===== config.mk =====
export PLATFORM = sky130hd
export DESIGN_NAME = c_source_tokenizer_flat
export DESIGN_NICKNAME = d
export VERILOG_FILES = /design/src/ctok_pkg.sv /design/src/ctok_if.sv /design/src/c_source_tokenizer.sv /design/src/ctok_scan.sv /design/src/ctok_queue.sv /design/src/flat_wrapper.sv
export SDC_FILE = /design/constraint.sdc
export NUM_CORES = 1
export LEC_CHECK = 0
export BUFFER_PORTS_ARGS = -buffer_cell sky130_fd_sc_hd__buf_2
export CAP_MARGIN = 20
export CORE_MARGIN = 1.5
export CORE_UTILIZATION = 35
export DETAILED_ROUTE_END_ITERATION = 12
export PLACE_DENSITY = 0.57
export SYNTH_ARGS = -nofsm -noshare
export SYNTH_HDL_FRONTEND = slang
export SYNTH_SLANG_ARGS = --single-unit

===== constraint.sdc =====
create_clock -name clock -period 5.3 [get_ports clock]
set_input_delay 0.795 -clock clock [delete_from_list [all_inputs] [get_ports clock]]
set_output_delay 0.795 -clock clock [all_outputs]
set_load 0.01 [all_outputs]

===== src/ctok_pkg.sv =====
// Shared types and constants of the source tokenizer.
`timescale 1ns / 1ps

package ctok_pkg;

   // Longest token length that is counted before the length saturates.
   localparam int LEXEME_LIMIT = 255;
   localparam logic [7:0] LEN_CAP = 8'((LEXEME_LIMIT < 255) ? LEXEME_LIMIT : 255);

   // Result queue geometry.
   localparam int QUEUE_DEPTH = 4;
   localparam int QUEUE_PTR_W = $clog2(QUEUE_DEPTH);
   localparam int QUEUE_CNT_W = $clog2(QUEUE_DEPTH + 1);

   // Token kinds as they appear on the result channel.
   typedef enum logic [2:0] {
      KIND_KEYWORD  = 3'd0,
      KIND_CONSTANT = 3'd1,
      KIND_IDENT    = 3'd2,
      KIND_OPERATOR = 3'd3,
      KIND_SPECIAL  = 3'd4,
      KIND_UNKNOWN  = 3'd5
   } kind_type;

   // Keyword table, each word packed right-aligned with its first byte highest.
   localparam int KW_COUNT = 20;
   localparam logic [63:0] KW_WORDS [KW_COUNT] = '{
      64'("int"), 64'("float"), 64'("return"), 64'("if"), 64'("else"),
      64'("while"), 64'("for"), 64'("do"), 64'("break"), 64'("continue"),
      64'("char"), 64'("double"), 64'("void"), 64'("switch"), 64'("case"),
      64'("default"), 64'("const"), 64'("static"), 64'("sizeof"), 64'("struct")
   };
   localparam logic [7:0] KW_LENS [KW_COUNT] = '{
      8'd3, 8'd5, 8'd6, 8'd2, 8'd4, 8'd5, 8'd3, 8'd2, 8'd5, 8'd8,
      8'd4, 8'd6, 8'd4, 8'd6, 8'd4, 8'd7, 8'd5, 8'd6, 8'd6, 8'd6
   };

   // One result transaction.
   typedef struct packed {
      kind_type    kind;
      logic [4:0]  keyword_index;
      logic [31:0] start;
      logic [7:0]  length;
      logic        end_marker;
      logic        last_result;
   } result_type;

   // Results produced by the scanner for one input byte, in order.
   typedef struct packed {
      logic [1:0] count;
      result_type first;
      result_type second;
   } push_type;

endpackage


===== src/ctok_if.sv =====
// Valid/ready channel interfaces for source bytes and tokens.
`timescale 1ns / 1ps

interface ctok_req_if;
   logic       valid;
   logic       ready;
   logic [7:0] in_byte;
   logic       end_of_input;

   modport source (output valid, output in_byte, output end_of_input, input ready);
   modport sink (input valid, input in_byte, input end_of_input, output ready);
endinterface

interface ctok_rsp_if;
   logic        valid;
   logic        ready;
   logic [2:0]  token_kind;
   logic [4:0]  keyword_index;
   logic [31:0] token_start;
   logic [7:0]  token_length;
   logic        end_marker;
   logic        last_result;

   modport source (output valid, output token_kind, output keyword_index,
                   output token_start, output token_length, output end_marker,
                   output last_result, input ready);
   modport sink (input valid, input token_kind, input keyword_index,
                 input token_start, input token_length, input end_marker,
                 input last_result, output ready);
endinterface


===== src/c_source_tokenizer.sv =====
// Path: a byte's tokens pass from the input register through the result queue.
// Throughput: one byte per cycle; a byte that closes one token and forms another
// yields two results that leave in order through a four-entry result queue,
// and input stalls while that queue holds more than two results.
// Reset: synchronous; the scanner goes idle, offsets restart at 0, the queue empties.
`timescale 1ns / 1ps

module c_source_tokenizer
   import ctok_pkg::*;
#(
   parameter int OFFSET_WIDTH = 32
) (
   input  logic       clock,
   input  logic       reset,
   ctok_req_if.sink   req_bus,
   ctok_rsp_if.source rsp_bus
);

   push_type push;
   logic     room;

   // Byte scanner with its input register.
   ctok_scan #(
      .OFFSET_WIDTH (OFFSET_WIDTH)
   ) u_scan (
      .clock   (clock),
      .reset   (reset),
      .req_bus (req_bus),
      .room    (room),
      .push    (push)
   );

   // Result queue feeding the result channel.
   ctok_queue u_queue (
      .clock   (clock),
      .reset   (reset),
      .push    (push),
      .room    (room),
      .rsp_bus (rsp_bus)
   );

endmodule


===== src/ctok_scan.sv =====
// Input register and per-byte scan state of the tokenizer.
`timescale 1ns / 1ps

module ctok_scan
   import ctok_pkg::*;
#(
   parameter int OFFSET_WIDTH = 32
) (
   input  logic         clock,
   input  logic         reset,
   ctok_req_if.sink     req_bus,
   input  logic         room,
   output push_type     push
);

   typedef enum logic [2:0] {
      MODE_IDLE,
      MODE_IDENT,
      MODE_NUMBER,
      MODE_STRING,
      MODE_CHAR1,
      MODE_CHAR2
   } mode_type;

   // Byte classes.
   function automatic logic is_space(input logic [7:0] b);
      return (b == 8'd32) || (b >= 8'd9 && b <= 8'd13);
   endfunction

   function automatic logic is_alpha(input logic [7:0] b);
      return (b >= "A" && b <= "Z") || (b >= "a" && b <= "z");
   endfunction

   function automatic logic is_digit(input logic [7:0] b);
      return b >= "0" && b <= "9";
   endfunction

   function automatic kind_type single_kind(input logic [7:0] b);
      kind_type k;
      case (b)
         "+", "-", "*", "/", "%", "=", "!", "<", ">", "|", "&": k = KIND_OPERATOR;
         ",", ";", "{", "}", "(", ")", "[", "]":                k = KIND_SPECIAL;
         default:                                               k = KIND_UNKNOWN;
      endcase
      return k;
   endfunction

   logic                    in_valid_ff, in_valid_in;
   logic [7:0]              in_byte_ff, in_byte_in;
   logic                    in_eoi_ff, in_eoi_in;
   mode_type                mode_ff, mode_in;
   logic [OFFSET_WIDTH-1:0] pstart_ff, pstart_in;
   logic [7:0]              plen_ff, plen_in;
   logic                    dot_ff, dot_in;
   logic                    ewd_ff, ewd_in;
   logic [63:0]             win_ff, win_in;
   logic [OFFSET_WIDTH-1:0] off_ff, off_in;

   logic       advance;
   logic [7:0] b;
   logic [7:0] plen_inc;
   logic       kw_hit;
   logic [4:0] kw_index;
   kind_type   pend_kind;
   logic       emit_a, emit_b, again;
   result_type res_a, res_b;

   // The input register takes a new transaction whenever it is empty or its content moves on.
   assign advance         = in_valid_ff && room;
   assign req_bus.ready   = !in_valid_ff || advance;
   assign b               = in_byte_ff;
   assign plen_inc        = (plen_ff < LEN_CAP) ? plen_ff + 8'd1 : plen_ff;

   always_comb begin
      in_valid_in = in_valid_ff;
      in_byte_in  = in_byte_ff;
      in_eoi_in   = in_eoi_ff;
      if (req_bus.ready) begin
         in_valid_in = req_bus.valid;
         in_byte_in  = req_bus.in_byte;
         in_eoi_in   = req_bus.end_of_input;
      end
   end

   // Keyword match over the last eight bytes of the pending word.
   always_comb begin
      kw_hit   = 1'b0;
      kw_index = '0;
      for (int k = 0; k < KW_COUNT; k++) begin
         if (!kw_hit && plen_ff == KW_LENS[k] && win_ff == KW_WORDS[k]) begin
            kw_hit   = 1'b1;
            kw_index = 5'(k);
         end
      end
   end

   // Kind of the pending token if it were closed now.
   always_comb begin
      case (mode_ff)
         MODE_IDENT:  pend_kind = kw_hit ? KIND_KEYWORD : KIND_IDENT;
         MODE_NUMBER: pend_kind = ewd_ff ? KIND_UNKNOWN : KIND_CONSTANT;
         default:     pend_kind = KIND_UNKNOWN;
      endcase
   end

   // Next scan state and the results of the byte in the input register.
   always_comb begin
      mode_in   = mode_ff;
      pstart_in = pstart_ff;
      plen_in   = plen_ff;
      dot_in    = dot_ff;
      ewd_in    = ewd_ff;
      win_in    = win_ff;
      off_in    = off_ff;
      emit_a    = 1'b0;
      emit_b    = 1'b0;
      again     = 1'b0;

      res_a.kind          = pend_kind;
      res_a.keyword_index = (mode_ff == MODE_IDENT && kw_hit) ? kw_index : 5'd0;
      res_a.start         = 32'(pstart_ff);
      res_a.length        = plen_ff;
      res_a.end_marker    = 1'b0;
      res_a.last_result   = 1'b0;

      res_b.kind          = single_kind(b);
      res_b.keyword_index = 5'd0;
      res_b.start         = 32'(off_ff);
      res_b.length        = 8'd1;
      res_b.end_marker    = 1'b0;
      res_b.last_result   = 1'b1;

      if (in_eoi_ff) begin
         // End of source: flush, then the end marker, then back to reset state.
         emit_a           = (mode_ff != MODE_IDLE);
         emit_b           = 1'b1;
         res_b.kind       = KIND_UNKNOWN;
         res_b.length     = 8'd0;
         res_b.end_marker = 1'b1;
         mode_in          = MODE_IDLE;
         pstart_in        = '0;
         plen_in          = '0;
         dot_in           = 1'b0;
         ewd_in           = 1'b0;
         win_in           = '0;
         off_in           = '0;
      end else begin
         unique case (mode_ff)
            MODE_IDENT: begin
               if (is_alpha(b) || is_digit(b) || b == "_") begin
                  plen_in = plen_inc;
                  win_in  = {win_ff[55:0], b};
               end else begin
                  emit_a = 1'b1;
                  again  = 1'b1;
               end
            end
            MODE_NUMBER: begin
               if (is_digit(b)) begin
                  plen_in = plen_inc;
                  win_in  = {win_ff[55:0], b};
                  ewd_in  = 1'b0;
               end else if (b == "." && !dot_ff) begin
                  plen_in = plen_inc;
                  win_in  = {win_ff[55:0], b};
                  dot_in  = 1'b1;
                  ewd_in  = 1'b1;
               end else begin
                  emit_a = 1'b1;
                  again  = 1'b1;
               end
            end
            MODE_STRING: begin
               plen_in = plen_inc;
               win_in  = {win_ff[55:0], b};
               if (b == "\"") begin
                  emit_a       = 1'b1;
                  res_a.kind   = KIND_CONSTANT;
                  res_a.length = plen_inc;
                  mode_in      = MODE_IDLE;
               end
            end
            MODE_CHAR1: begin
               plen_in = plen_inc;
               win_in  = {win_ff[55:0], b};
               mode_in = MODE_CHAR2;
            end
            MODE_CHAR2: begin
               emit_a = 1'b1;
               if (b == "'") begin
                  plen_in      = plen_inc;
                  win_in       = {win_ff[55:0], b};
                  res_a.kind   = KIND_CONSTANT;
                  res_a.length = plen_inc;
                  mode_in      = MODE_IDLE;
               end else begin
                  again = 1'b1;
               end
            end
            default: begin
               again = 1'b1;
            end
         endcase

         // A byte that ends a token without belonging to it, or arrives between tokens, starts afresh.
         if (again) begin
            mode_in = MODE_IDLE;
            if (is_space(b)) begin
               mode_in = MODE_IDLE;
            end else if (is_alpha(b) || b == "_" || is_digit(b) || b == "\"" || b == "'") begin
               if (is_digit(b)) begin
                  mode_in = MODE_NUMBER;
               end else if (b == "\"") begin
                  mode_in = MODE_STRING;
               end else if (b == "'") begin
                  mode_in = MODE_CHAR1;
               end else begin
                  mode_in = MODE_IDENT;
               end
               pstart_in = off_ff;
               plen_in   = 8'd1;
               dot_in    = 1'b0;
               ewd_in    = 1'b0;
               win_in    = {56'd0, b};
            end else begin
               emit_b = 1'b1;
            end
         end
         off_in = off_ff + OFFSET_WIDTH'(1);
      end
   end

   // Order the results; the final one carries last_result.
   always_comb begin
      push.count  = 2'd0;
      push.first  = res_a;
      push.second = res_b;
      if (advance) begin
         if (emit_a && emit_b) begin
            push.count = 2'd2;
         end else if (emit_a) begin
            push.count             = 2'd1;
            push.first.last_result = 1'b1;
         end else if (emit_b) begin
            push.count = 2'd1;
            push.first = res_b;
         end
      end
   end

   // Input register and scan state.
   always_ff @(posedge clock) begin
      if (reset) begin
         in_valid_ff <= 1'b0;
         mode_ff     <= MODE_IDLE;
         pstart_ff   <= '0;
         plen_ff     <= '0;
         dot_ff      <= 1'b0;
         ewd_ff      <= 1'b0;
         win_ff      <= '0;
         off_ff      <= '0;
      end else begin
         in_valid_ff <= in_valid_in;
         if (advance) begin
            mode_ff   <= mode_in;
            pstart_ff <= pstart_in;
            plen_ff   <= plen_in;
            dot_ff    <= dot_in;
            ewd_ff    <= ewd_in;
            win_ff    <= win_in;
            off_ff    <= off_in;
         end
      end
      in_byte_ff <= in_byte_in;
      in_eoi_ff  <= in_eoi_in;
   end

   // The end of a source always returns the scanner to its reset state.
   assert property (@(posedge clock) disable iff (reset)
      advance && in_eoi_ff |=> mode_ff == MODE_IDLE && off_ff == '0 && plen_ff == '0)
      else $error("scanner state not cleared after end of source");

   // The pending length never passes its saturation value.
   assert property (@(posedge clock) disable iff (reset) plen_ff <= LEN_CAP)
      else $error("pending length above cap");

   // An end of source transaction always ends in an end marker.
   assert property (@(posedge clock) disable iff (reset)
      advance && in_eoi_ff |->
         (push.count == 2'd2 && push.second.end_marker) ||
         (push.count == 2'd1 && push.first.end_marker))
      else $error("end of source without end marker");

endmodule


===== src/ctok_queue.sv =====
// Small result queue that decouples the scanner from the result channel.
`timescale 1ns / 1ps

module ctok_queue
   import ctok_pkg::*;
(
   input  logic       clock,
   input  logic       reset,
   input  push_type   push,
   output logic       room,
   ctok_rsp_if.source rsp_bus
);

   result_type             mem [QUEUE_DEPTH];
   logic [QUEUE_PTR_W-1:0] head_ff, head_in;
   logic [QUEUE_PTR_W-1:0] tail_ff, tail_in;
   logic [QUEUE_CNT_W-1:0] count_ff, count_in;
   logic                   pop;
   result_type             out_item;

   // Room for the two results one byte can cause.
   assign room = count_ff <= QUEUE_CNT_W'(QUEUE_DEPTH - 2);
   assign pop  = rsp_bus.valid && rsp_bus.ready;

   // Head of the queue drives the result channel.
   assign out_item              = mem[head_ff];
   assign rsp_bus.valid         = count_ff != '0;
   assign rsp_bus.token_kind    = out_item.kind;
   assign rsp_bus.keyword_index = out_item.keyword_index;
   assign rsp_bus.token_start   = out_item.start;
   assign rsp_bus.token_length  = out_item.length;
   assign rsp_bus.end_marker    = out_item.end_marker;
   assign rsp_bus.last_result   = out_item.last_result;

   assign head_in  = pop ? head_ff + QUEUE_PTR_W'(1) : head_ff;
   assign tail_in  = tail_ff + QUEUE_PTR_W'(push.count);
   assign count_in = count_ff + QUEUE_CNT_W'(push.count) - QUEUE_CNT_W'(pop);

   // Pointers and fill count.
   always_ff @(posedge clock) begin
      if (reset) begin
         head_ff  <= '0;
         tail_ff  <= '0;
         count_ff <= '0;
      end else begin
         head_ff  <= head_in;
         tail_ff  <= tail_in;
         count_ff <= count_in;
      end
   end

   // Storage: up to two results written per cycle.
   always_ff @(posedge clock) begin
      if (push.count != 2'd0) begin
         mem[tail_ff] <= push.first;
      end
      if (push.count == 2'd2) begin
         mem[tail_ff + QUEUE_PTR_W'(1)] <= push.second;
      end
   end

   // The fill count never passes the depth.
   assert property (@(posedge clock) disable iff (reset)
      count_ff <= QUEUE_CNT_W'(QUEUE_DEPTH))
      else $error("result queue overfilled");

   // The scanner only pushes when it was told there is room.
   assert property (@(posedge clock) disable iff (reset) push.count != 2'd0 |-> room)
      else $error("push into full result queue");

   // The fill count holds still when there is neither a push nor a pop.
   assert property (@(posedge clock) disable iff (reset)
      push.count == 2'd0 && !pop |=> $stable(count_ff))
      else $error("fill count changed without traffic");

endmodule

===== src/flat_wrapper.sv =====
// flat-port wrapper written by rule: the top's interface ports become plain ports
module c_source_tokenizer_flat import ctok_pkg::*;
#(
   parameter int OFFSET_WIDTH = 32
)
  (clock, reset, req_bus_valid, req_bus_in_byte, req_bus_end_of_input, req_bus_ready, rsp_bus_valid, rsp_bus_token_kind, rsp_bus_keyword_index, rsp_bus_token_start, rsp_bus_token_length, rsp_bus_end_marker, rsp_bus_last_result, rsp_bus_ready);
  ctok_req_if req_bus_i ();
  ctok_rsp_if rsp_bus_i ();
  input  logic clock;
  input  logic reset;
  input wire logic [$bits(req_bus_i.valid)-1:0] req_bus_valid;
  input wire logic [$bits(req_bus_i.in_byte)-1:0] req_bus_in_byte;
  input wire logic [$bits(req_bus_i.end_of_input)-1:0] req_bus_end_of_input;
  output wire logic [$bits(req_bus_i.ready)-1:0] req_bus_ready;
  output wire logic [$bits(rsp_bus_i.valid)-1:0] rsp_bus_valid;
  output wire logic [$bits(rsp_bus_i.token_kind)-1:0] rsp_bus_token_kind;
  output wire logic [$bits(rsp_bus_i.keyword_index)-1:0] rsp_bus_keyword_index;
  output wire logic [$bits(rsp_bus_i.token_start)-1:0] rsp_bus_token_start;
  output wire logic [$bits(rsp_bus_i.token_length)-1:0] rsp_bus_token_length;
  output wire logic [$bits(rsp_bus_i.end_marker)-1:0] rsp_bus_end_marker;
  output wire logic [$bits(rsp_bus_i.last_result)-1:0] rsp_bus_last_result;
  input wire logic [$bits(rsp_bus_i.ready)-1:0] rsp_bus_ready;
  assign req_bus_i.valid = req_bus_valid;
  assign req_bus_i.in_byte = req_bus_in_byte;
  assign req_bus_i.end_of_input = req_bus_end_of_input;
  assign req_bus_ready = req_bus_i.ready;
  assign rsp_bus_valid = rsp_bus_i.valid;
  assign rsp_bus_token_kind = rsp_bus_i.token_kind;
  assign rsp_bus_keyword_index = rsp_bus_i.keyword_index;
  assign rsp_bus_token_start = rsp_bus_i.token_start;
  assign rsp_bus_token_length = rsp_bus_i.token_length;
  assign rsp_bus_end_marker = rsp_bus_i.end_marker;
  assign rsp_bus_last_result = rsp_bus_i.last_result;
  assign rsp_bus_i.ready = rsp_bus_ready;
  c_source_tokenizer #(.OFFSET_WIDTH(OFFSET_WIDTH)) u_core (.clock(clock), .reset(reset), .req_bus(req_bus_i), .rsp_bus(rsp_bus_i));
endmodule

## Yosys cells after proc, flatten, opt, wreduce, memory -nomap -nowiden

Memory sizes are Yosys's and may differ from the RTL's. A register that Yosys moved wholly into a read port is not among the register bits.
Cells that the tools add are included.

| storage, ports and cells | value |
|---|---|
| flip-flop bits (word level) | 158 |
| memory bits (writable) | 200 |
| bits of input ports | 13 |
| output and inout bits | 52 |
| word-level logic and storage cells | 307 |
| memories kept | 1 |

Memory list:

| name | words | bits a word | rd ports | clocked after Yosys merged registers in | write ports | line | text |
|---|---|---|---|---|---|---|---|
| u_core.u_queue.mem | 4 | 50 | 1 | 1 | 2 | ctok_queue.sv:14 | `result_type mem [QUEUE_DEPTH];` |

| cells by class | value |
|---|---|
| add/sub/neg operators | 7 |
| magnitude comparators | 10 |
| equal/unequal tests | 60 |
| mux-type cells | 127 |
| reduce and logical (&&, ||, !) cells | 89 |

Operator list:

| cell | number |
|---|---|
| $mux 64 | 8 |
| $eq 64x47->1 const B | 6 |
| $eq 64x31->1 const B | 4 |
| $eq 64x39->1 const B | 4 |
| $pmux 64 s4 | 1 |
| $mux 32 | 5 |
| $eq 8x6->1 const B | 18 |
| $eq 64x15->1 const B | 2 |
| $eq 64x23->1 const B | 2 |
| $mux 5 | 19 |
| $mux 8 | 11 |
| $eq 64x55->1 const B | 1 |
| $eq 64x63->1 const B | 1 |
| $mux 1 | 52 |
| $mux 52 | 1 |
| $mux 51 | 1 |
| $mux 50 | 1 |
| $mux 49 | 1 |
| $eq 8x7->1 const B | 6 |
| $logic_and 1x1->1 | 48 |
| $mux 3 | 14 |
| $add 32x1->32 const B | 1 |
| $eq 8x3->1 const B | 4 |
| $pmux 8 s4 | 1 |
| 35 further kinds | 81 |

## Longest topological paths before layout

Gate-level depths: netlist of the first run.

| logic depth | value |
|---|---|
| depth after elaboration | 91 |
| gate-level depth with buffers | 16 |

## By module

Synthesis of the first run repeated with hierarchy kept, for this count alone.

| second synthesis, totals | value |
|---|---|
| cell total of the unflattened synthesis | 1,516 |
| area, all modules | 18,880.6 um2 |

By module, submodules not included:

| module | instances | cells each | area each (um2) | sequential area each (um2) |
|---|---|---|---|---|
| ctok_queue | 1 | 535 | 10,222.3 | 6,185.9 |
| ctok_scan | 1 | 981 | 8,658.3 | 3,113.0 |

## Worst setup path before layout of the first run

No wires, ideal clock.

| path | value |
|---|---|
| path kind | register to register |
| start | register u_core.u_scan.in_byte_ff[4], in the netlist u_core.u_scan.b[4] |
| end | memory u_core.u_queue.mem[1][10] (netlist bit) (enable) |
| library setup time | 0.391 ns |
| arrival time | 4.191 ns |
| required time | 4.909 ns |
| slack | 0.717 ns |
| cell stages (with the launch flop) | 15 |
| path buffers | 4 |
| cells stage by stage | edfxtp_1 buf_6 or4b_4 buf_6 nor4b_4 o21ai_2 nor3_2 o21ai_2 ha_1 or2_2 or3_1 clkbuf_1 and2_1 clkbuf_1 inv_1 |

RTL lines:

| element | line | text |
|---|---|---|
| from (decl) | ctok_scan.sv:49 | `logic [7:0] in_byte_ff, in_byte_in;` |
| from (signal assigned) | ctok_scan.sv:274 | `in_byte_ff <= in_byte_in;` |
| to (decl) | ctok_queue.sv:14 |  |

==> impl_metrics.sql, run 1 <==
INSERT INTO impl_metrics (metric_group, metric, value, unit) VALUES
('outcome', 'outcome', 'finished, final reports clean', ''),
('grt', 'grt_pass1_wl', '76400', 'um'),
('synthesis', 'synth-warning-count', '0', ''),
('critical_path', 'critPathTopFamily', 'simple AND/OR/NAND/NOR gates', ''),
('synthesis', 'postSynthNetCount', '1590', ''),
('floorplanning', 'floorplan.core_area', '49200', 'um2'),
('grt', 'grt_most_used_layer', 'met2', ''),
('detailed_routing', 'detail_route.wl_per_cell', '21.8', 'um'),
('detailed_routing', 'drt_iter0_drc', '1153', ''),
('detailed_routing', 'ratio_of_routed_vias_to_standard_cells', '5.80', ''),
('clock_network', 'cts_repair_resize_count', '0', ''),
('synthesis', 'post_synth_top_flop', 'dfxtp_1', ''),
('clock_network', 'worstSkewPairLatency', '0.59', 'ns'),
('finish', 'net_total_in_the_final_layout', '1592', ''),
('synthesis', 'synth_enable_flop_cells', '157', ''),
('synthesis', 'synth-seq-area-share', '0.502', ''),
('grt', 'routing_usage_on_met2', '0.313', ''),
('clock_network', 'cts_inserted_buffers', '40', ''),
('detailed_routing', 'routed_wirelength', '49200', 'um'),
('grt', 'groute.layer.met3.usage', '0.0333', ''),
('clock_network', 'cts_root_buf', 'clkbuf_16', ''),
('critical_path', 'cp_slowest_stage_delay', '0.68', 'ns'),
('clock_network', 'cts.sinks', '360', ''),
('finish', 'fraction_of_layout_instances_using_a_drive_strength_above_1', '0.152', ''),
('run', 'drv.max_cap_violation_count', '0', ''),
('sta', 'timing.final.crit_share', '0.846', ''),
('power_and_ir_drop', 'total_power', '6.93', 'mW'),
('sta', 'final_max_slew_viol_count', '0', ''),
('clock_network', 'hold_buf_count_cts', '0', ''),
('power_and_ir_drop', 'power_per_cell_area', '357', 'nW/um2'),
('power_and_ir_drop', 'power.ir.vdd_worst', '181', 'uV'),
('critical_path', 'cp_data_arrival_time', '4.73', 'ns'),
('synthesis', 'synth_cell_types', '90', ''),
('clock_network', 'cts.clk_slew.worst_paths', '0.06', 'ns'),
('synthesis', 'post-synth-top-area-fraction', '0.270', ''),
('grt', 'grt_antenna_before_repair', '0', ''),
('place', 'preCtsSetupSlack', '0.869', 'ns'),
('critical_path', 'required', '5.55', 'ns'),
('finish', 'mostFrequentLayoutCell', 'a22o_1', ''),
('sta', 'layout_min_cycle_time', '4.48', 'ns'),
('critical_path', 'startpoint_type', 'register', ''),
('grt', 'grt_pass1_vias', '12900', ''),
('floorplanning', 'count_of_pins_on_the_block_boundary', '65', ''),
('grt', 'pin_count_of_the_biggest_net_entering_global_routing', '43', ''),
('floorplanning', 'die_w', '226', 'um'),
('clock_network', 'postCtsSetupRepairBufs', '0', ''),
('sta', 'worst_hold_margin', '0.398', 'ns'),
('synthesis', 'synthDominantAreaCellType', 'edfxtp_1', ''),
('worst_hold_path', 'timing.hold.worst.class', 'input pin to register', ''),
('place', 'port-buffer-count', '64', ''),
('floorplanning', 'row_count', '81', ''),
('sta', 'totalNegativeSetupSlack', '0', 'ns'),
('synthesis', 'syn-mean-instance-area', '11.2', 'um2'),
('synthesis', 'synthesized_flop_and_latch_total', '360', ''),
('sta', 'postLayoutSetupSlackWorst', '0.818', 'ns'),
('detailed_routing', 'detailroute.via_count', '13100', ''),
('sta', 'worst_pin_slew', '1.03', 'ns'),
('place', 'placed_cells', '2190', ''),
('finish', 'most-common-layout-cells', 'a22o_1, dfxtp_1, edfxtp_1', ''),
('critical_path', 'worst-path-buf-inv', '2', ''),
('finish', 'number_of_inserted_diodes', '0', ''),
('floorplanning', 'dieArea', '51300', 'um2'),
('sta', 'final_hold_violation_count', '0', ''),
('sta', 'setup_viol', '0', ''),
('power_and_ir_drop', 'leakagePower', '6.50', 'nW'),
('sta', 'fin_skew', '0.0240', 'ns'),
('critical_path', 'critical_path_end_type', 'register', ''),
('synthesis', 'synth.area.top_cells', 'edfxtp_1, dfxtp_1, a22o_1', ''),
('grt', 'overflow_left_after_global_routing', '0', ''),
('finish', 'instances_no_fill', '2261', ''),
('detailed_routing', 'drc', '0', '');
## worst reg2reg max path, delay by kind of cell, from the launching register on
| family | cells | cell delay (ns) |
|---|---|---|
| AND/OR/NAND/NOR | 6 | 2.38 |
| AO/OA/AOI/OAI | 3 | 0.59 |
| flip-flops | 1 | 0.53 |
| buffers and inverters | 2 | 0.40 |
| adder cells (fa/ha/maj) | 1 | 0.23 |
## routing by layer
metal,vias to the layer above,share of wire,routed length [um]
li1,6067,-,-
met1,6524,0.45,22100
met5,-,0,0
met4,0,0.027,1320
met3,92,0.058,2860
met2,427,0.47,22900
## worst paths after layout
path / cells after the start / from / end / slack [ns]
worst max-delay path: 12 / u_core.u_scan.b[4] / u_core.u_queue.mem[1][37] / 0.82
worst min-delay path: 1 / req_bus_in_byte[5] / u_core.u_scan.b[5] / 0.40
worst max register to register: 12 / u_core.u_scan.b[4] / u_core.u_queue.mem[1][37] / 0.82
worst min register to register: 2 / u_core.u_queue.mem[2][5] / u_core.u_queue.mem[2][5] / 0.45
## registers in the layout (all words and copies together) (netlist names), named ones only
name	cells
u_core.u_scan.dot_ff	1
u_core.u_scan.pstart_ff	32
u_core.u_queue.mem	200
u_core.u_scan.in_eoi_ff	1
u_core.u_scan.b	8
u_core.u_scan.plen_ff	8
u_core.u_queue.head_ff	2
u_core.u_queue.count_ff	3
u_core.u_scan.in_valid_ff	1
u_core.u_scan.win_ff	64
u_core.u_scan.off_ff	32
u_core.u_queue.tail_ff	2
u_core.u_scan.ewd_ff	1
u_core.u_scan.mode_ff	3
## logic make-up after synthesis
kind of cell,synth area share
DFF,0.502
adders and majority gates,0.00830
muxes,0.0656
AOI/OAI and AO/OA,0.195
and+or+nand+nor,0.163
xor gates and xnor gates,0.0180
buffers and inverters,0.0481
## area by class of cell
type	instances	area [um2]
clock buffer	55	1100
clock inverter	16	181
fill	4768	29800
inverter	26	97.6
multi-input combinational	1048	7860
sequential	360	8780
tap	664	831
timing repair buffer	92	543
## stage by stage
step            util  instance area (um2)
2_1_floorplan      -                17500
3_3_place_gp   0.369                18100
3_5_place_dp   0.369                18100
4_1_cts        0.395                19400
5_1_grt        0.395                19400
6_report       0.395                19400
## synthesized netlist by cell type (all sizes together) (26+ instances only)
| library cell | count |
|---|---|
| mux4 | 50 |
| clkbuf | 76 |
| buf | 56 |
| dfxtp | 203 |
| nand2 | 124 |
| o21ai | 81 |
| edfxtp | 157 |
| a21oi | 40 |
| nand4 | 37 |
| xor2 | 26 |
| nand3 | 51 |
| nor3 | 28 |
| a22o | 229 |
| nor2 | 99 |
## report_power, final
group	total (mW)	internal (mW)	switching [mW]	leakage (nW)
Clock	2.73	1.56	1.17	0.617
Combinational	1.04	0.442	0.599	2.88
Sequential	3.16	3.01	0.153	3.00
Power figures use the tool's default switching activity.
==> run 2, diff against run 1 <==
==> constraint.sdc (replaced) <==
create_clock -name clock -period 4.5 [get_ports clock]
set_input_delay 0.675 -clock clock [delete_from_list [all_inputs] [get_ports clock]]
set_output_delay 0.675 -clock clock [all_outputs]
set_load 0.01 [all_outputs]
==> run 2 against run 1 <==
Effect of this change:
- clock skew increased by 0.0034 ns
- sequential share of layout area decreased by 0.63 points
- count of clock-buffer cells in the layout increased by 1
- clock power increased by 16%
- worst setup slack got worse by 0.47 ns
- global-route usage increased by 0.34 points
- sequential cell count unchanged
- cell count increased by 1.1%
- highest routed layer unchanged
==> impl_metrics.sql, run 2 (synthesis gave the netlist of run 1 again) <==
INSERT INTO impl_metrics (metric_group, metric, value, unit) VALUES
('finish', 'instances_no_fill', '2286', ''),
('outcome', 'outcome', 'finished, final reports clean', ''),
('detailed_routing', 'final_antenna_net_count', '0', ''),
('clock_network', 'hold_buf_count_cts', '0', ''),
('grt', 'grt_pass1_vias', '12800', ''),
('sta', 'final_hold_violation_count', '0', ''),
('power_and_ir_drop', 'leakagePower', '6.62', 'nW'),
('power_and_ir_drop', 'netSwitchingFraction', '0.275', ''),
('critical_path', 'series_of_cell_instances_along_the_critical_path', 'or4b_4 -> nor4_4 -> nor3_1 -> nor2_1 -> a21oi_1 -> ha_1 -> o21ai_0 -> or3_1 -> buf_4 -> o21ai_4 -> buf_12 -> a22o_1', ''),
('finish', 'fraction_of_layout_instances_using_a_drive_strength_above_1', '0.162', ''),
('detailed_routing', 'detail_route.wl_per_cell', '21.8', 'um'),
('place', 'placed_cells', '2210', ''),
('power_and_ir_drop', 'power.ir.vdd_worst', '220', 'uV'),
('grt', 'grt_antenna_before_repair', '0', ''),
('detailed_routing', 'routed_wirelength', '49800', 'um'),
('place', 'dp.final_hpwl', '32900', 'um'),
('sta', 'final_max_slew_viol_count', '0', ''),
('finish', 'largestRegisters', 'u_core.u_queue.mem x200, u_core.u_scan.win_ff x64', ''),
('finish', 'most-common-layout-cells', 'a22o_1, dfxtp_1, edfxtp_1', ''),
('sta', 'slew-limit-headroom', '0.261', ''),
('power_and_ir_drop', 'power.combinational.fraction', '0.165', ''),
('sta', 'totalNegativeSetupSlack', '0', 'ns'),
('critical_path', 'cp_slowest_stage_delay', '0.65', 'ns'),
('clock_network', 'cts.sinks', '360', ''),
('sta', 'grt_setup_unrepaired', 'no', ''),
('finish', 'net_total_in_the_final_layout', '1614', ''),
('finish', 'relative_area_change_from_synthesis_to_final_layout', '12.5', '%'),
('detailed_routing', 'drt_iter0_drc', '1136', ''),
('clock_network', 'cts.clk_slew.worst_paths', '0.05', 'ns'),
('place', 'port-buffer-count', '64', ''),
('floorplanning', 'floorplan.core_area', '49200', 'um2'),
('clock_network', 'cts_root_buf', 'clkbuf_16', ''),
('run', 'drv.max_cap_violation_count', '0', ''),
('critical_path', 'critical_path_end_type', 'register', ''),
('place', 'finalWeightedCongestion', '0.906', ''),
('sta', 'layout_min_cycle_time', '4.15', 'ns'),
('worst_hold_path', 'hold_start', 'req_bus_in_byte[5]', ''),
('power_and_ir_drop', 'fraction_of_power_consumed_by_sequential_logic', '0.448', ''),
('floorplanning', 'dieArea', '51300', 'um2'),
('detailed_routing', 'drc', '0', ''),
('critical_path', 'critPathTopFamily', 'simple AND/OR/NAND/NOR gates', ''),
('critical_path', 'startpoint_type', 'register', ''),
('clock_network', 'cts_inserted_buffers', '40', ''),
('sta', 'fin_skew', '0.0274', 'ns'),
('grt', 'globalRouteTotalUtil', '0.196', ''),
('floorplanning', 'die_w', '226', 'um'),
('critical_path', 'worst-path-buf-inv', '2', ''),
('power_and_ir_drop', 'net-switching-power', '2.26', 'mW'),
('critical_path', 'crit_start', 'u_core.u_scan.b[6]', ''),
('grt', 'grt_pass1_wl', '77300', 'um'),
('clock_network', 'postCtsSetupRepairBufs', '0', ''),
('critical_path', 'worstPathMaxFanout', '33', ''),
('clock_network', 'cts_repair_resize_count', '0', ''),
('critical_path', 'cp_data_arrival_time', '4.46', 'ns'),
('clock_network', 'worstSkewPairLatency', '0.58', 'ns'),
('sta', 'worst_pin_slew', '1.10', 'ns'),
('sta', 'fmaxAchievable', '241', 'MHz'),
('floorplanning', 'count_of_pins_on_the_block_boundary', '65', ''),
('grt', 'overflow_left_after_global_routing', '0', ''),
('critical_path', 'worst-setup-path-type', 'register to register', ''),
('floorplanning', 'die_h', '226', 'um'),
('critical_path', 'critical-path-slowest-cell', 'or4b_4', ''),
('floorplanning', 'row_count', '81', ''),
('finish', 'mostFrequentLayoutCell', 'a22o_1', ''),
('clock_network', 'clock_path_buffers', '3', ''),
('grt', 'pin_count_of_the_biggest_net_entering_global_routing', '48', ''),
('critical_path', 'timing.rr.start', 'u_core.u_scan.b[6]', ''),
('power_and_ir_drop', 'power_per_cell_area', '417', 'nW/um2'),
('sta', 'setup_viol', '0', ''),
('finish', 'top_register', 'u_core.u_queue.mem', ''),
('sta', 'worst_hold_margin', '0.289', 'ns'),
('detailed_routing', 'ratio_of_routed_vias_to_standard_cells', '5.72', ''),
('detailed_routing', 'detailroute.via_count', '13100', ''),
('sta', 'timing.final.crit_share', '0.922', ''),
('clock_network', 'tritoncts_clock_tree', 'built', ''),
('finish', 'postLayoutCoreUtil', '0.400', ''),
('detailed_routing', 'detail_route.first_pass.iterations', '5', ''),
('floorplanning', 'initial_utilization', '0.356', ''),
('power_and_ir_drop', 'p_int', '5.95', 'mW'),
('power_and_ir_drop', 'share_clk_of_total_power', '0.387', ''),
('finish', 'largest_register_ff_count', '200', ''),
('critical_path', 'required', '4.81', 'ns'),
('worst_hold_path', 'timing.hold.worst.class', 'input pin to register', ''),
('clock_network', 'ctsHtreeMaxLevel', '2', '');
-- run 2: changes by cell type in the layout (fill, tap and decap cells not counted), sizes merged --
| cell | change |
|---|---|
| buf | +22 |
| clkbuf | +1 |
| clkinv | +1 |
| diode | +1 |
-- run 2: cell type report --
cell class              instances  area (um2)
repair buffers                114         836
diodes                          1        2.50
inverters                      26         101
clock buffers                  56        1090
clock inverters                17         164
multi-input cells            1048        7860
fillers                      4713       29500
well taps                     664         831
flip-flops and latches        360        8780
-- run 2: layer usage --
layer,wire length [um],track usage,vias up
met3,2510,0.0328,69
met1,22800,0.269,6557
met4,1050,0.0604,0
met5,0,0,-
met2,23400,0.316,329
li1,-,-,6110
-- run 2: worst register-to-register path, stage by stage, from the launching register on --
cell and delay [ns]:
edfxtp_1 0.50, or4b_4 0.65, nor4_4 0.35, nor3_1 0.14, nor2_1 0.32, a21oi_1 0.15
ha_1 0.39, o21ai_0 0.38, or3_1 0.29, buf_4 0.24, o21ai_4 0.09, buf_12 0.20
a22o_1 0.21
-- run 2: per-stage QoR --
step,setup slack (ns),instance area (um2),power (mW)
6_report,0.350,19700,8.21
5_1_grt,0.0643,19700,8.56
3_3_place_gp,0.414,18400,5.09
2_1_floorplan,0.205,17500,4.64
4_1_cts,0.408,19600,8.29
3_5_place_dp,0.437,18400,5.10
-- run 2: path summary, 6_finish.rpt --
check	endpoint	slack [ns]	cells past startpoint
min	u_core.u_scan.b[5]	0.29	1
max reg2reg	u_core.u_queue.mem[0][34]	0.35	12
max	u_core.u_queue.mem[0][34]	0.35	12
min reg2reg	u_core.u_queue.mem[1][43]	0.45	2
-- run 2: power by group through the flow --
stage | clock [mW] | combinational [mW] | sequential (mW)
after detailed placement | 0 | 1.26 | 3.84
after global placement | 0 | 1.25 | 3.84
final | 3.18 | 1.36 | 3.68
after global routing | 3.38 | 1.49 | 3.69
after CTS | 3.26 | 1.26 | 3.77
after floorplan | 0 | 0.995 | 3.65
==> run 3, diff against run 2 <==
==> constraint.sdc (replaced) <==
create_clock -name clock -period 4.5 [get_ports clock]
set_input_delay 0.9 -clock clock [delete_from_list [all_inputs] [get_ports clock]]
set_output_delay 0.9 -clock clock [all_outputs]
set_load 0.01 [all_outputs]
==> run 3 against run 2 <==
Effect of this change:
- core utilization up 0.084 points
- hold slack better by 0.16 ns
- cell area up 0.21%
- critical path depth unchanged
- total power up 0.39%
- highest routed layer unchanged
- maximum frequency down 0.31%
- critical endpoint is now u_core.u_queue.mem[0][13]
==> impl_metrics.sql, run 3 (synthesis gave the netlist of run 1 again) <==
INSERT INTO impl_metrics (metric_group, metric, value, unit) VALUES
('clock_network', 'clock_path_buffers', '3', ''),
('finish', 'largestRegisters', 'u_core.u_queue.mem x200, u_core.u_scan.win_ff x64', ''),
('critical_path', 'cp_data_arrival_time', '4.49', 'ns'),
('floorplanning', 'die_w', '226', 'um'),
('clock_network', 'cts_inserted_buffers', '41', ''),
('critical_path', 'worstPathMaxFanout', '33', ''),
('clock_network', 'hold_buf_count_cts', '0', ''),
('sta', 'final_max_slew_viol_count', '0', ''),
('grt', 'grt_pass1_vias', '12800', ''),
('finish', 'relative_area_change_from_synthesis_to_final_layout', '12.8', '%'),
('finish', 'top_register', 'u_core.u_queue.mem', ''),
('detailed_routing', 'drt_iter0_drc', '1068', ''),
('critical_path', 'startpoint_type', 'register', ''),
('sta', 'slew-limit-headroom', '0.285', ''),
('power_and_ir_drop', 'power_per_cell_area', '418', 'nW/um2'),
('detailed_routing', 'drc', '0', ''),
('sta', 'setup_viol', '0', ''),
('finish', 'most-common-layout-cells', 'a22o_1, dfxtp_1, edfxtp_1', ''),
('sta', 'timing.final.crit_share', '0.925', ''),
('floorplanning', 'floorplan.core_area', '49200', 'um2'),
('finish', 'net_total_in_the_final_layout', '1616', ''),
('grt', 'grt_antenna_before_repair', '1', ''),
('sta', 'layout_min_cycle_time', '4.16', 'ns'),
('clock_network', 'worstSkewPairLatency', '0.59', 'ns'),
('place', 'finalWeightedCongestion', '0.906', ''),
('finish', 'mostFrequentLayoutCell', 'a22o_1', ''),
('run', 'drv.max_cap_violation_count', '0', ''),
('sta', 'grt_setup_unrepaired', 'no', ''),
('detailed_routing', 'detailroute.via_count', '13100', ''),
('clock_network', 'ctsHtreeMaxLevel', '2', ''),
('finish', 'instances_no_fill', '2287', ''),
('sta', 'fin_skew', '0.0210', 'ns'),
('floorplanning', 'count_of_pins_on_the_block_boundary', '65', ''),
('critical_path', 'critical_path_end_type', 'register', ''),
('clock_network', 'tritoncts_clock_tree', 'built', ''),
('floorplanning', 'dieArea', '51300', 'um2'),
('finish', 'number_of_inserted_diodes', '0', ''),
('clock_network', 'cts.clk_slew.worst_paths', '0.06', 'ns'),
('finish', 'largest_register_ff_count', '200', ''),
('outcome', 'outcome', 'finished, final reports clean', ''),
('sta', 'totalNegativeSetupSlack', '0', 'ns'),
('place', 'port-buffer-count', '64', ''),
('clock_network', 'postCtsSetupRepairBufs', '0', ''),
('floorplanning', 'row_count', '81', ''),
('clock_network', 'cts.sinks', '360', ''),
('grt', 'overflow_left_after_global_routing', '0', ''),
('clock_network', 'cts_root_buf', 'clkbuf_16', ''),
('detailed_routing', 'ratio_of_routed_vias_to_standard_cells', '5.74', ''),
('floorplanning', 'die_h', '226', 'um'),
('detailed_routing', 'routed_wirelength', '50100', 'um'),
('finish', 'postLayoutCoreUtil', '0.401', ''),
('sta', 'final_hold_violation_count', '0', ''),
('sta', 'worst_pin_slew', '1.06', 'ns'),
('finish', 'fraction_of_layout_instances_using_a_drive_strength_above_1', '0.166', ''),
('worst_hold_path', 'timing.hold.worst.class', 'register to register', ''),
('grt', 'globalRouteTotalUtil', '0.197', ''),
('place', 'dp.final_hpwl', '33100', 'um'),
('place', 'placed_cells', '2211', ''),
('power_and_ir_drop', 'power.ir.vdd_worst', '298', 'uV'),
('detailed_routing', 'detail_route.first_pass.iterations', '6', ''),
('critical_path', 'required', '4.83', 'ns'),
('grt', 'pin_count_of_the_biggest_net_entering_global_routing', '39', ''),
('power_and_ir_drop', 'total_power', '8.24', 'mW'),
('grt', 'grt_pass1_wl', '78400', 'um'),
('detailed_routing', 'detail_route.wl_per_cell', '21.9', 'um'),
('sta', 'fmaxAchievable', '240', 'MHz'),
('clock_network', 'cts_repair_resize_count', '0', ''),
('floorplanning', 'initial_utilization', '0.356', ''),
('critical_path', 'worst-setup-path-type', 'register to register', ''),
('detailed_routing', 'final_antenna_net_count', '0', ''),
('power_and_ir_drop', 'leakagePower', '6.66', 'nW');
[run 3: changes by cell type in the layout (fill, tap and decap cells not counted), sizes merged]
cell,change
buf,+1
bufinv,-2
clkbuf,+5
clkinv,-1
clkinvlp,-1
diode,-1
[run 3: worst max-delay path: stages, from the launching register on]
cell and delay [ns]:
edfxtp_1 0.50, or4b_4 0.64, nor4_4 0.34, nor3_1 0.14, nor2_1 0.32, a21oi_1 0.14, ha_1 0.38, o21ai_0 0.40
or3_1 0.29, buf_4 0.24, o21ai_4 0.08, buf_12 0.18, a22o_1 0.21
[run 3: layer usage]
layer / track usage / up-vias / wire length, um
li1: - / 6104 / -
met1: 0.276 / 6614 / 23500
met2: 0.318 / 361 / 23400
met3: 0.0293 / 55 / 2450
met4: 0.0497 / 0 / 757
met5: 0 / - / 0
[run 3: power breakdown]
| group | switching (mW) | internal, mW | leakage, nW |
|---|---|---|---|
| Clock | 1.38 | 1.84 | 0.639 |
| Combinational | 0.729 | 0.575 | 3.02 |
| Sequential | 0.183 | 3.54 | 3.00 |
[run 3: final timing paths]
check	to	from	depth (start not counted)	slack, ns
worst max-delay path	u_core.u_queue.mem[0][13]	u_core.u_scan.b[6]	12	0.34
worst min-delay path	u_core.u_queue.mem[3][45]	u_core.u_queue.mem[3][45]	2	0.45
worst max register to register	u_core.u_queue.mem[0][13]	u_core.u_scan.b[6]	12	0.34
worst min register to register	u_core.u_queue.mem[3][45]	u_core.u_queue.mem[3][45]	2	0.45
[run 3: metrics by stage]
step           area (um2)  worst slack (ns)  hold slack [ns]
2_1_floorplan       17500             0.205            0.420
3_3_place_gp        18400             0.420            0.429
3_5_place_dp        18400             0.397            0.437
4_1_cts             19700             0.366            0.448
5_1_grt             19700            0.0539            0.466
6_report            19700             0.337            0.448
[run 3: area by class of cell]
class / instances / area (um2)
multi-input cells: 1048 / 7860
repair buffers: 115 / 836
clock buffers: 61 / 1180
clock inverters: 13 / 118
fillers: 4720 / 29400
well taps: 664 / 831
inverters: 26 / 101
flip-flops and latches: 360 / 8780
